===== src/rtl/mlfq_pkg.sv =====
// Shared constants and controller/datapath interface types for the tick scheduler.
package mlfq_pkg;
  localparam int unsigned NumSlotsDefault = 16;
  localparam int unsigned TimeBitsDefault = 16;
  localparam logic [3:0]  QuantumReset    = 4'd4;

  localparam logic FuncAdmit = 1'b0;
  localparam logic FuncTick  = 1'b1;

  typedef struct packed {
    logic admit;     // write the input beat into its slot
    logic clr_scan;  // start a new priority scan
    logic scan_step; // examine the slot under the scan index
    logic decide;    // apply the scheduling decision and form the result
    logic out_load;  // place the result into the output register
  } mlfq_cmd_t;

  typedef struct packed {
    logic scan_last; // scan index is on the last slot
  } mlfq_sts_t;
endpackage


===== src/rtl/mlfq_datapath.sv =====
// Task tables, round-robin FIFO, serial priority scan and the per-tick decision.
module mlfq_datapath import mlfq_pkg::*; #(
  parameter int unsigned NUM_SLOTS = NumSlotsDefault,
  parameter int unsigned TIME_BITS = TimeBitsDefault
) (
  input  logic                 clk_i,
  input  logic                 rst_ni,
  input  mlfq_cmd_t            cmd_i,
  output mlfq_sts_t            sts_o,
  input  logic [3:0]           quantum_i,
  input  logic [3:0]           slot_i,
  input  logic [TIME_BITS-1:0] arrival_time_i,
  input  logic [TIME_BITS-1:0] burst_time_i,
  input  logic [7:0]           task_priority_i,
  input  logic                 is_tick_i,
  output logic                 ran_valid_o,
  output logic [3:0]           ran_slot_o,
  output logic                 ran_level_o,
  output logic                 first_run_o,
  output logic [TIME_BITS-1:0] resp_delay_o,
  output logic                 finished_o,
  output logic [TIME_BITS-1:0] done_tick_o,
  output logic [TIME_BITS-1:0] wait_ticks_o,
  output logic [TIME_BITS-1:0] now_o
);
  localparam int unsigned SW = (NUM_SLOTS > 1) ? $clog2(NUM_SLOTS) : 1;
  localparam int unsigned CW = $clog2(NUM_SLOTS + 1);
  localparam logic [SW-1:0] LastSlot = SW'(NUM_SLOTS - 1);
  localparam logic [CW-1:0] FullCount = CW'(NUM_SLOTS);

  logic [TIME_BITS-1:0] remaining_q [NUM_SLOTS];
  logic [TIME_BITS-1:0] burst_q     [NUM_SLOTS];
  logic [TIME_BITS-1:0] arrival_q   [NUM_SLOTS];
  logic [7:0]           prio_q      [NUM_SLOTS];
  logic [SW-1:0]        fifo_q      [NUM_SLOTS];
  logic [NUM_SLOTS-1:0] demoted_q, started_q;
  logic [3:0]           slice_q     [NUM_SLOTS];
  logic [SW-1:0]        head_q;
  logic [CW-1:0]        count_q;
  logic                 last_valid_q;
  logic [SW-1:0]        last_top_q;
  logic [TIME_BITS-1:0] tick_q;
  logic [SW-1:0]        idx_q, best_slot_q;
  logic [7:0]           best_prio_q;
  logic                 found_q;

  // Registered result.
  logic                 rv_q, rl_q, fr_q, fn_q;
  logic [SW-1:0]        rs_q;
  logic [TIME_BITS-1:0] resp_q, ft_q, wt_q, now_q;

  logic [3:0] q_eff;
  assign q_eff = (quantum_i == 4'd0) ? 4'd1 : quantum_i;

  // Slot numbers are narrower than 4 bits only for small NUM_SLOTS.
  logic [SW-1:0] admit_slot;
  logic          admit_ok;
  always_comb begin
    admit_slot = SW'(slot_i);
    admit_ok   = ({28'd0, slot_i} < NUM_SLOTS);
  end

  logic elig;
  assign elig = (arrival_q[idx_q] <= tick_q) && (remaining_q[idx_q] != '0) &&
                !demoted_q[idx_q] && (!found_q || prio_q[idx_q] < best_prio_q);
  assign sts_o.scan_last = (idx_q == LastSlot);

  // Sequenced decision: compute the whole tick update in one combinational pass.
  logic [TIME_BITS-1:0] rem_n [NUM_SLOTS];
  logic [NUM_SLOTS-1:0] dem_n, st_n;
  logic [3:0]           sl_n [NUM_SLOTS];
  logic [SW-1:0]        fifo_n [NUM_SLOTS];
  logic [SW-1:0]        head_n;
  logic [CW-1:0]        count_n;
  logic                 lv_n;
  logic [SW-1:0]        lt_n;
  logic                 ran, lvl, first, fin;
  logic [SW-1:0]        s;
  logic [SW-1:0]        h;
  logic [TIME_BITS-1:0] svc, resp, ftime, wtime;

  function automatic logic [SW-1:0] wrap_add(input logic [SW-1:0] a, input logic [CW-1:0] b);
    logic [SW:0] t;
    t = {1'b0, a} + (SW+1)'(b);
    if (t >= (SW+1)'(NUM_SLOTS)) t = t - (SW+1)'(NUM_SLOTS);
    return t[SW-1:0];
  endfunction

  always_comb begin
    rem_n = remaining_q; dem_n = demoted_q; st_n = started_q; sl_n = slice_q;
    fifo_n = fifo_q; head_n = head_q; count_n = count_q;
    lv_n = last_valid_q; lt_n = last_top_q;
    ran = 1'b0; lvl = 1'b0; first = 1'b0; fin = 1'b0; s = best_slot_q;
    h = fifo_q[head_q];
    resp = '0; ftime = '0; wtime = '0; svc = '0;
    if (!found_q && count_q != '0) begin
      lv_n = 1'b0;
      if (remaining_q[h] == '0) begin
        head_n = wrap_add(head_q, CW'(1)); count_n = count_q - CW'(1);
      end else if (slice_q[h] >= q_eff) begin
        sl_n[h] = '0;
        // Rotation: pop then push at the tail, which with a full queue is the freed entry.
        fifo_n[wrap_add(head_q, count_q)] = h;
        head_n = wrap_add(head_q, CW'(1));
      end else begin
        ran = 1'b1; s = h; lvl = 1'b1;
        sl_n[h] = slice_q[h] + 4'd1;
        rem_n[h] = remaining_q[h] - TIME_BITS'(1);
        if (rem_n[h] == '0) begin
          fin = 1'b1;
          head_n = wrap_add(head_q, CW'(1)); count_n = count_q - CW'(1);
        end else if (sl_n[h] >= q_eff) begin
          sl_n[h] = '0;
          fifo_n[wrap_add(head_q, count_q)] = h;
          head_n = wrap_add(head_q, CW'(1));
        end
      end
    end else begin
      if (found_q && count_q != '0 && !last_valid_q) begin
        if (slice_q[h] != '0 && slice_q[h] <= q_eff) begin
          fifo_n[wrap_add(head_q, count_q)] = h;
          head_n = wrap_add(head_q, CW'(1));
        end
      end
      if (last_valid_q && (!found_q || best_slot_q != last_top_q) &&
          !demoted_q[last_top_q]) begin
        if (count_n != FullCount) begin
          fifo_n[wrap_add(head_n, count_n)] = last_top_q;
          count_n = count_n + CW'(1);
        end
        dem_n[last_top_q] = 1'b1;
      end
      if (found_q) begin
        ran = 1'b1;
        rem_n[s] = remaining_q[s] - TIME_BITS'(1);
        svc = burst_q[s] - rem_n[s];
        if (rem_n[s] == '0) begin
          fin = 1'b1; dem_n[s] = 1'b1;
        end else if (svc >= TIME_BITS'(q_eff)) begin
          dem_n[s] = 1'b1;
          if (count_n != FullCount) begin
            fifo_n[wrap_add(head_n, count_n)] = s;
            count_n = count_n + CW'(1);
          end
        end
      end
      lv_n = found_q; lt_n = best_slot_q;
    end
    if (ran) begin
      if (!started_q[s]) begin
        st_n[s] = 1'b1; first = 1'b1;
        resp = tick_q - arrival_q[s];
      end
      if (fin) begin
        ftime = tick_q + TIME_BITS'(1);
        wtime = ftime - burst_q[s] - arrival_q[s];
      end
    end
  end

  always_ff @(posedge clk_i or negedge rst_ni) begin
    if (!rst_ni) begin
      for (int i = 0; i < NUM_SLOTS; i++) begin
        remaining_q[i] <= '0;
        slice_q[i]     <= '0;
      end
      demoted_q <= '0; started_q <= '0;
      head_q <= '0; count_q <= '0;
      last_valid_q <= 1'b0; last_top_q <= '0; tick_q <= '0;
      idx_q <= '0; found_q <= 1'b0; best_slot_q <= '0;
      rv_q <= 1'b0;
    end else begin
      if (cmd_i.admit && admit_ok) begin
        remaining_q[admit_slot] <= burst_time_i;
        demoted_q[admit_slot]   <= 1'b0;
        started_q[admit_slot]   <= 1'b0;
        slice_q[admit_slot]     <= '0;
      end
      if (cmd_i.clr_scan) begin
        idx_q <= '0; found_q <= 1'b0; best_slot_q <= '0;
      end else if (cmd_i.scan_step) begin
        if (elig) begin
          found_q <= 1'b1; best_slot_q <= idx_q;
        end
        if (idx_q != LastSlot) idx_q <= idx_q + SW'(1);
      end
      if (cmd_i.decide) begin
        remaining_q <= rem_n; demoted_q <= dem_n; started_q <= st_n;
        slice_q <= sl_n; head_q <= head_n; count_q <= count_n;
        last_valid_q <= lv_n; last_top_q <= lt_n;
        tick_q <= tick_q + TIME_BITS'(1);
      end
      if (cmd_i.out_load) rv_q <= is_tick_i ? ran : 1'b0;
    end
  end

  // Payload tables need no reset.
  always_ff @(posedge clk_i) begin
    if (cmd_i.admit && admit_ok) begin
      arrival_q[admit_slot] <= arrival_time_i;
      burst_q[admit_slot]   <= burst_time_i;
      prio_q[admit_slot]    <= task_priority_i;
    end
    if (cmd_i.scan_step && elig) best_prio_q <= prio_q[idx_q];
    if (cmd_i.decide) fifo_q <= fifo_n;
    if (cmd_i.out_load) begin
      now_q <= tick_q;
      if (is_tick_i && ran) begin
        rs_q <= s; rl_q <= lvl; fr_q <= first; fn_q <= fin;
        resp_q <= resp; ft_q <= ftime; wt_q <= wtime;
      end else begin
        rs_q <= '0; rl_q <= 1'b0; fr_q <= 1'b0; fn_q <= 1'b0;
        resp_q <= '0; ft_q <= '0; wt_q <= '0;
      end
    end
  end

  assign ran_valid_o  = rv_q;
  assign ran_slot_o   = 4'(rs_q);
  assign ran_level_o  = rl_q;
  assign first_run_o  = fr_q;
  assign resp_delay_o = resp_q;
  assign finished_o   = fn_q;
  assign done_tick_o  = ft_q;
  assign wait_ticks_o = wt_q;
  assign now_o        = now_q;
endmodule


===== src/rtl/mlfq_ctrl.sv =====
// Sequencer: accepts beats, runs the serial scan and hands results out.
module mlfq_ctrl import mlfq_pkg::*; (
  input  logic      clk_i,
  input  logic      rst_ni,
  input  logic      in_valid_i,
  output logic      in_ready_o,
  input  logic      func_i,
  output logic      out_valid_o,
  input  logic      out_ready_i,
  input  mlfq_sts_t sts_i,
  output mlfq_cmd_t cmd_o,
  output logic      is_tick_o
);
  localparam logic [1:0] StIdle = 2'd0;
  localparam logic [1:0] StScan = 2'd1;
  localparam logic [1:0] StDec  = 2'd2;

  logic [1:0] state_q, state_d;
  logic       ov_q, ov_d, tick_q, tick_d;
  logic       acc;

  // A new beat may enter in the idle state once the output register is free or being drained.
  assign in_ready_o = (state_q == StIdle) && (!ov_q || out_ready_i);
  assign acc        = in_valid_i && in_ready_o;
  assign out_valid_o = ov_q;
  // An admit result is loaded from the idle state, where the stored kind is stale.
  assign is_tick_o   = tick_q && (state_q != StIdle);

  always_comb begin
    state_d = state_q; ov_d = ov_q; tick_d = tick_q;
    cmd_o = '0;
    if (ov_q && out_ready_i) ov_d = 1'b0;
    case (state_q)
      StIdle: begin
        if (acc) begin
          tick_d = (func_i == FuncTick);
          if (func_i == FuncAdmit) begin
            cmd_o.admit = 1'b1; cmd_o.out_load = 1'b1; ov_d = 1'b1;
          end else begin
            cmd_o.clr_scan = 1'b1; state_d = StScan;
          end
        end
      end
      StScan: begin
        cmd_o.scan_step = 1'b1;
        if (sts_i.scan_last) state_d = StDec;
      end
      StDec: begin
        cmd_o.decide = 1'b1; cmd_o.out_load = 1'b1;
        ov_d = 1'b1; state_d = StIdle;
      end
      default: state_d = StIdle;
    endcase
  end

  always_ff @(posedge clk_i or negedge rst_ni) begin
    if (!rst_ni) begin
      state_q <= StIdle; ov_q <= 1'b0; tick_q <= 1'b0;
    end else begin
      state_q <= state_d; ov_q <= ov_d; tick_q <= tick_d;
    end
  end
endmodule


===== src/rtl/mlfq_tick_scheduler.sv =====
// Top level of the two-level feedback queue tick scheduler.
//   channel | direction | handshake               | payload
//   in      | input     | in_valid_i / in_ready_o | func, slot, times, priority
//   out     | output    | out_valid_o/out_ready_i | ran_*, times, now
//   cfg     | input     | quantum_we_i            | quantum_i
// An admit beat is taken and loaded from the idle state; a tick beat passes through
// the scan and decide states, the serial priority scan reading one slot per cycle.
// Reset clears all control state and the remaining/status tables at once.
// A waiting result holds in the output register; the next beat is taken
// in the cycle that result is drained.
module mlfq_tick_scheduler import mlfq_pkg::*; #(
  parameter int unsigned NUM_SLOTS = NumSlotsDefault,
  parameter int unsigned TIME_BITS = TimeBitsDefault
) (
  input  logic                 clk_i,
  input  logic                 rst_ni,
  input  logic                 quantum_we_i,
  input  logic [3:0]           quantum_i,
  input  logic                 in_valid_i,
  output logic                 in_ready_o,
  input  logic                 func_i,
  input  logic [3:0]           slot_i,
  input  logic [TIME_BITS-1:0] arrival_time_i,
  input  logic [TIME_BITS-1:0] burst_time_i,
  input  logic [7:0]           task_priority_i,
  output logic                 out_valid_o,
  input  logic                 out_ready_i,
  output logic                 ran_valid_o,
  output logic [3:0]           ran_slot_o,
  output logic                 ran_level_o,
  output logic                 first_run_o,
  output logic [TIME_BITS-1:0] resp_delay_o,
  output logic                 finished_o,
  output logic [TIME_BITS-1:0] done_tick_o,
  output logic [TIME_BITS-1:0] wait_ticks_o,
  output logic [TIME_BITS-1:0] now_o
);
  logic [3:0] quantum_q;
  mlfq_cmd_t  cmd;
  mlfq_sts_t  sts;
  logic       is_tick;

  always_ff @(posedge clk_i or negedge rst_ni) begin
    if (!rst_ni) quantum_q <= QuantumReset;
    else if (quantum_we_i) quantum_q <= quantum_i;
  end

  mlfq_ctrl u_ctrl (
    .clk_i, .rst_ni, .in_valid_i, .in_ready_o, .func_i,
    .out_valid_o, .out_ready_i, .sts_i(sts), .cmd_o(cmd), .is_tick_o(is_tick)
  );

  mlfq_datapath #(.NUM_SLOTS(NUM_SLOTS), .TIME_BITS(TIME_BITS)) u_dp (
    .clk_i, .rst_ni, .cmd_i(cmd), .sts_o(sts), .quantum_i(quantum_q),
    .slot_i, .arrival_time_i, .burst_time_i, .task_priority_i,
    .is_tick_i(is_tick), .ran_valid_o, .ran_slot_o, .ran_level_o, .first_run_o,
    .resp_delay_o, .finished_o, .done_tick_o, .wait_ticks_o, .now_o
  );
endmodule


===== config.mk =====
export PLATFORM = sky130hd
export DESIGN_NAME = mlfq_tick_scheduler
export DESIGN_NICKNAME = d
export VERILOG_FILES = /design/src/rtl/mlfq_pkg.sv /design/src/rtl/mlfq_datapath.sv /design/src/rtl/mlfq_ctrl.sv /design/src/rtl/mlfq_tick_scheduler.sv
export SDC_FILE = /design/constraint.sdc
export NUM_CORES = 2
export LEC_CHECK = 0
export ABC_CLOCK_PERIOD_IN_PS = 11900
export BUFFER_PORTS_ARGS = -buffer_cell sky130_fd_sc_hd__buf_2
export CAP_MARGIN = 20
export CORE_MARGIN = 1.5
export CORE_UTILIZATION = 55
export CTS_CLUSTER_DIAMETER = 40
export DETAILED_ROUTE_END_ITERATION = 10
export PLACE_DENSITY = 0.75
export SETUP_SLACK_MARGIN = 0.15
export SLEW_MARGIN = 40
export SYNTH_ARGS = -nofsm -noshare
export SYNTH_HDL_FRONTEND = slang
export SYNTH_SLANG_ARGS = --single-unit

===== constraint.sdc =====
create_clock -name clk_i -period 11.9 [get_ports clk_i]
set_clock_uncertainty 0.1 [all_clocks]
set_input_delay 1.785 -clock clk_i [delete_from_list [all_inputs] [get_ports clk_i]]
set_output_delay 1.785 -clock clk_i [all_outputs]
set_load 0.02 [all_outputs]

==> out/qor.log <==
[worst_setup_path] critical path startpoint u_dp.head_q[3]$_DFFE_PN0P_
[routing] detailed-route DRC error count 55
[floorplanning] vertical extent of the die 363 µm
[place] HPWL after DPL 209 mm
[worst_setup_path] combined buffer and inverter count along the critical path 7
[sta] max-slew violation count 0
[yosys] share of cell area taken by muxes after synthesis 16.6%
[worst_setup_path] Worst path most repeated cell a21oi_1
[routing] DR pass1 iterations 11
[grt] maximum number of pins on one net before global-route repair 134
[power_and_ir_drop] clock power share 30.6%
[power_and_ir_drop] internal power component 10.7 mW
[final_layout] post-route non-filler standard cell count 8593
[power_and_ir_drop] Switching Share 41.2%
[floorplanning] area of the placeable core 128000 µm²
[final_layout] finished layout cell area 81500 µm²
[floorplanning] initial core utilization 55.6%
[worst_setup_path] setup slack of the most critical reg-to-reg path 650 ps
[grt] via count of the first global-routing pass 60700
[grt] grt ovf 0
[power_and_ir_drop] leakage power 30.3 nW
[sta] number of setup violations in the final report 0
[worst_setup_path] slowest cell delay on critical path 680 ps
[final_layout] net count reported at finish 6868
[power_and_ir_drop] total chip power 18.2 mW
[min_path] critical hold path startpoint u_dp.started_q[12]$_DFFE_PN0P_
[run_status] run status complete, but fails checks
[power_and_ir_drop] worst-case vdd ir drop 0.000211 V
[worst_setup_path] endpoint required time on the critical path 12450 ps
[power_and_ir_drop] net switching power 7.52 mW
[yosys] summed instance area of the synthesized netlist 71200 µm²
[yosys] main combinational cell family by area after synthesis multiplexers
[flow_run] Max Cap Viol 0
[routing] Vias/cell 7.46
[place] Placement Cell Area 74800 µm²
[final_layout] final core utilization 63.7%
[floorplanning] full die area 132000 µm²
[yosys] async set-or-reset flop fraction in the synthesized netlist 33.8%
[clocking] clock tree from TritonCTS built
[final_layout] layout filler cell count 9632
[worst_setup_path] critical path data arrival time 11800 ps
[final_layout] flip-flop and latch area 33500 µm²
[power_and_ir_drop] Cell Pwr Density 224 nW/µm²
[grt] antenna violations before repair 24
[sta] aggregate negative setup slack 0 ps
[worst_setup_path] kind of cell with the highest combined delay on the critical path compound AO/OA/AOI/OAI gates
[yosys] number of synthesized register bits 1183
[yosys] area share of fa/ha/maj cells after synthesis 2.32%
[yosys] sequential element share of the synthesized area 47.1%
[yosys] fraction of the mapped netlist area in simple logic gates 12.4%
[worst_setup_path] critical-path cell with the highest stage delay a22oi_1
[worst_setup_path] maximum fanout along the worst path 51
[clocking] number of buffers created by CTS 182
[power_and_ir_drop] share of total power in sequential cells 27.3%
[clocking] TritonCTS Sinks 1183
[clocking] # H-tree levels 4
[routing] Post-DRT Antenna Nets 0
[grt] global router's overall resource usage 47.0%
[yosys] Post-synth top flop edfxtp_1
[power_and_ir_drop] Comb pwr share 42.1%
[yosys] count of mapped cells out of synthesis 6697
[yosys] Post-Synth XOR/XNOR Area 1.38%
[worst_setup_path] Crit. End Element flop
[yosys] synthesized netlist net count 6871
[worst_setup_path] startpoint of the worst-slack reg-to-reg timing path u_dp.head_q[3]$_DFFE_PN0P_
[clocking] clock latency at the later pin of the worst-skew pair 830 ps
[final_layout] area grow syn2layout 14.4%
[place] GP Congestion 1.07
[yosys] compound-gate portion of the synthesized area 16.3%
[place] worst setup slack after placement 597 ps
[sta] measured slew at the worst slew-check pin 960 ps
[yosys] EDFF count, synth 783
[place] Inst Count DP 8234
[routing] average wire per standard cell 36.6 µm
[sta] RSZ-0062 raised after global routing no
[sta] share of the clock period used by the worst path 94.5%
[yosys] number of distinct library cell variants in the gate-level netlist after synthesis 87
[min_path] hold crit path type reg2reg
[sta] worst slew slack as a fraction of its limit 35.8%
[routing] DRC violation total after the first TritonRoute iteration 11800
[clocking] Max Buffers Root-to-Sink 3
[clocking] root buf cell clkbuf_16
[sta] Final Hold Viols 0
[floorplanning] die width 363 µm
[floorplanning] FP Rows 131
[place] number of input and output port buffers inserted 127
[worst_setup_path] critical setup path kind reg2reg
[final_layout] Multi-input gate area 35900 µm²
[grt] wire length of the first global-routing pass 443 mm
[sta] minimum hold slack 398 ps
[sta] final critical delay including setup and external delays 11250 ps
[yosys] warnings from Yosys 0
[sta] fmax 0.0889 GHz
[worst_setup_path] critical path launch point type flop
[clocking] CTS clk-pin slew, worst paths 60 ps
[routing] Detailed Route WL 315 mm
[final_layout] share of post-route cells with drive strength above 1 18.3%
[yosys] synthesized area per cell 10.6 µm²
[sta] Final WS setup 649 ps
[floorplanning] I/O pins 128
[routing] detailed-route via count 64100
[clocking] hold buffer count at cts 0
[run_status] failing checks DRC
path summary, 6_finish.rpt:
path	to	cells after the start
min reg2reg	u_dp.started_q[12]$_DFFE_PN0P_	2
min in group asynchronous	u_dp.slice_q[4]$_DFFE_PN0P_	1
max	u_dp.wait_ticks_o[15]$_SDFFCE_PN0P_	44
max in group asynchronous	u_dp.remaining_q[250]$_DFFE_PN0P_	3
max reg2reg	u_dp.wait_ticks_o[15]$_SDFFCE_PN0P_	44
min	u_dp.started_q[12]$_DFFE_PN0P_	2
layout make-up:
type                            instances  share of cell area [%]
Antenna cell                           11                  0.0338
Clock buffer                          219                    5.88
Clock inverter                        124                    1.99
Inverter                              135                   0.622
Multi-Input combinational cell       4815                    44.1
Sequential cell                      1183                    41.2
Tap cell                             1729                    2.66
Timing Repair Buffer                  377                    3.55
layout by cell type, fill, tap and decap left out, types with 131 or more instances in the layout:
cell and instances:
mux4_2 305, clkbuf_16 183, buf_4 209, o21ai_0 536, dfrtp_1 390, a21oi_1 405
nand2_1 883, a211oi_1 182, mux2i_1 398, inv_1 131, a222oi_1 197, edfxtp_1 783
nor2_1 472
kinds of logic (layout without fill, tap and decap cells):
family	after synthesis	after routing
buf+inv	699	855
other cells	0	11
flops	1183	1183
simple gates	1997	1997
xor+xnor	112	112
compound gates	1795	1795
fa+ha+maj	120	120
mux	791	791
registers in the layout, summed over array words and instances (netlist names), 64 cells and up:
| name | count |
|---|---|
| u_dp.arrival_q | 256 |
| u_dp.burst_q | 256 |
| u_dp.fifo_q | 64 |
| u_dp.prio_q | 128 |
| u_dp.remaining_q | 256 |
| u_dp.slice_q | 64 |
timing repair:
| action | in CTS | in global routing |
|---|---|---|
| gates resized for setup | 0 | 2 |
| buffers inserted | 0 | 0 |
| setup endpoints to repair | 0 | 2 |
metal layers:
| metal | part of all wire (%) | up-vias | track usage [%] |
|---|---|---|---|
| li1 | - | 25600 | - |
| met1 | 36 | 31500 | 61.3 |
| met2 | 43 | 5631 | 69.1 |
| met3 | 14 | 1300 | 14.4 |
| met4 | 7.1 | 22 | 27.9 |
| met5 | 0.048 | - | 0 |
synthesized netlist by cell type, drive strengths merged, types with 12 or more instances:
cell / count / share of area (%)
a211oi: 184 / 1.9
a21boi: 12 / 0.13
a21o: 38 / 0.40
a21oi: 406 / 2.9
a221oi: 34 / 0.42
a222oi: 197 / 2.8
a22o: 19 / 0.23
a31oi: 92 / 0.81
and2: 93 / 0.82
and3: 50 / 0.44
buf: 124 / 0.85
clkbuf: 440 / 2.3
dfrtp: 399 / 14
edfxtp: 783 / 33
fa: 20 / 0.56
ha: 100 / 1.8
inv: 133 / 0.70
mux2: 82 / 1.3
mux2i: 404 / 5.7
mux4: 305 / 9.6
nand2: 891 / 4.7
nand2b: 26 / 0.23
nand3: 116 / 0.82
nand4: 25 / 0.22
nor2: 511 / 2.7
nor2b: 72 / 0.63
nor3: 73 / 0.52
nor4: 62 / 0.57
o211ai: 43 / 0.45
o21ai: 585 / 4.2
o221ai: 25 / 0.31
o22ai: 51 / 0.45
o31ai: 17 / 0.21
or2: 17 / 0.15
or3: 21 / 0.18
or4: 19 / 0.21
xnor2: 84 / 1.0
xor2: 28 / 0.34
power by group through the flow:
stage               clock (mW)  sequential (mW)  combinational (mW)
CTS                       5.58             4.96                7.41
global placement             0             5.05                7.15
detailed placement           0             5.04                7.33
global route              5.75             4.98                8.03
floorplan                    0             4.82                5.09
finish                    5.58             4.99                7.68
worst reg2reg max path: cells and delay by family (launching register included):
kind	cells	cell delay (ps)
flops	1	540
mux	3	1160
simple gates	7	1330
xor+xnor	1	110
compound gates	23	5010
buf+inv	7	1830
fa+ha+maj	3	1000
Note: power is estimated with default switching activity, not from simulation.
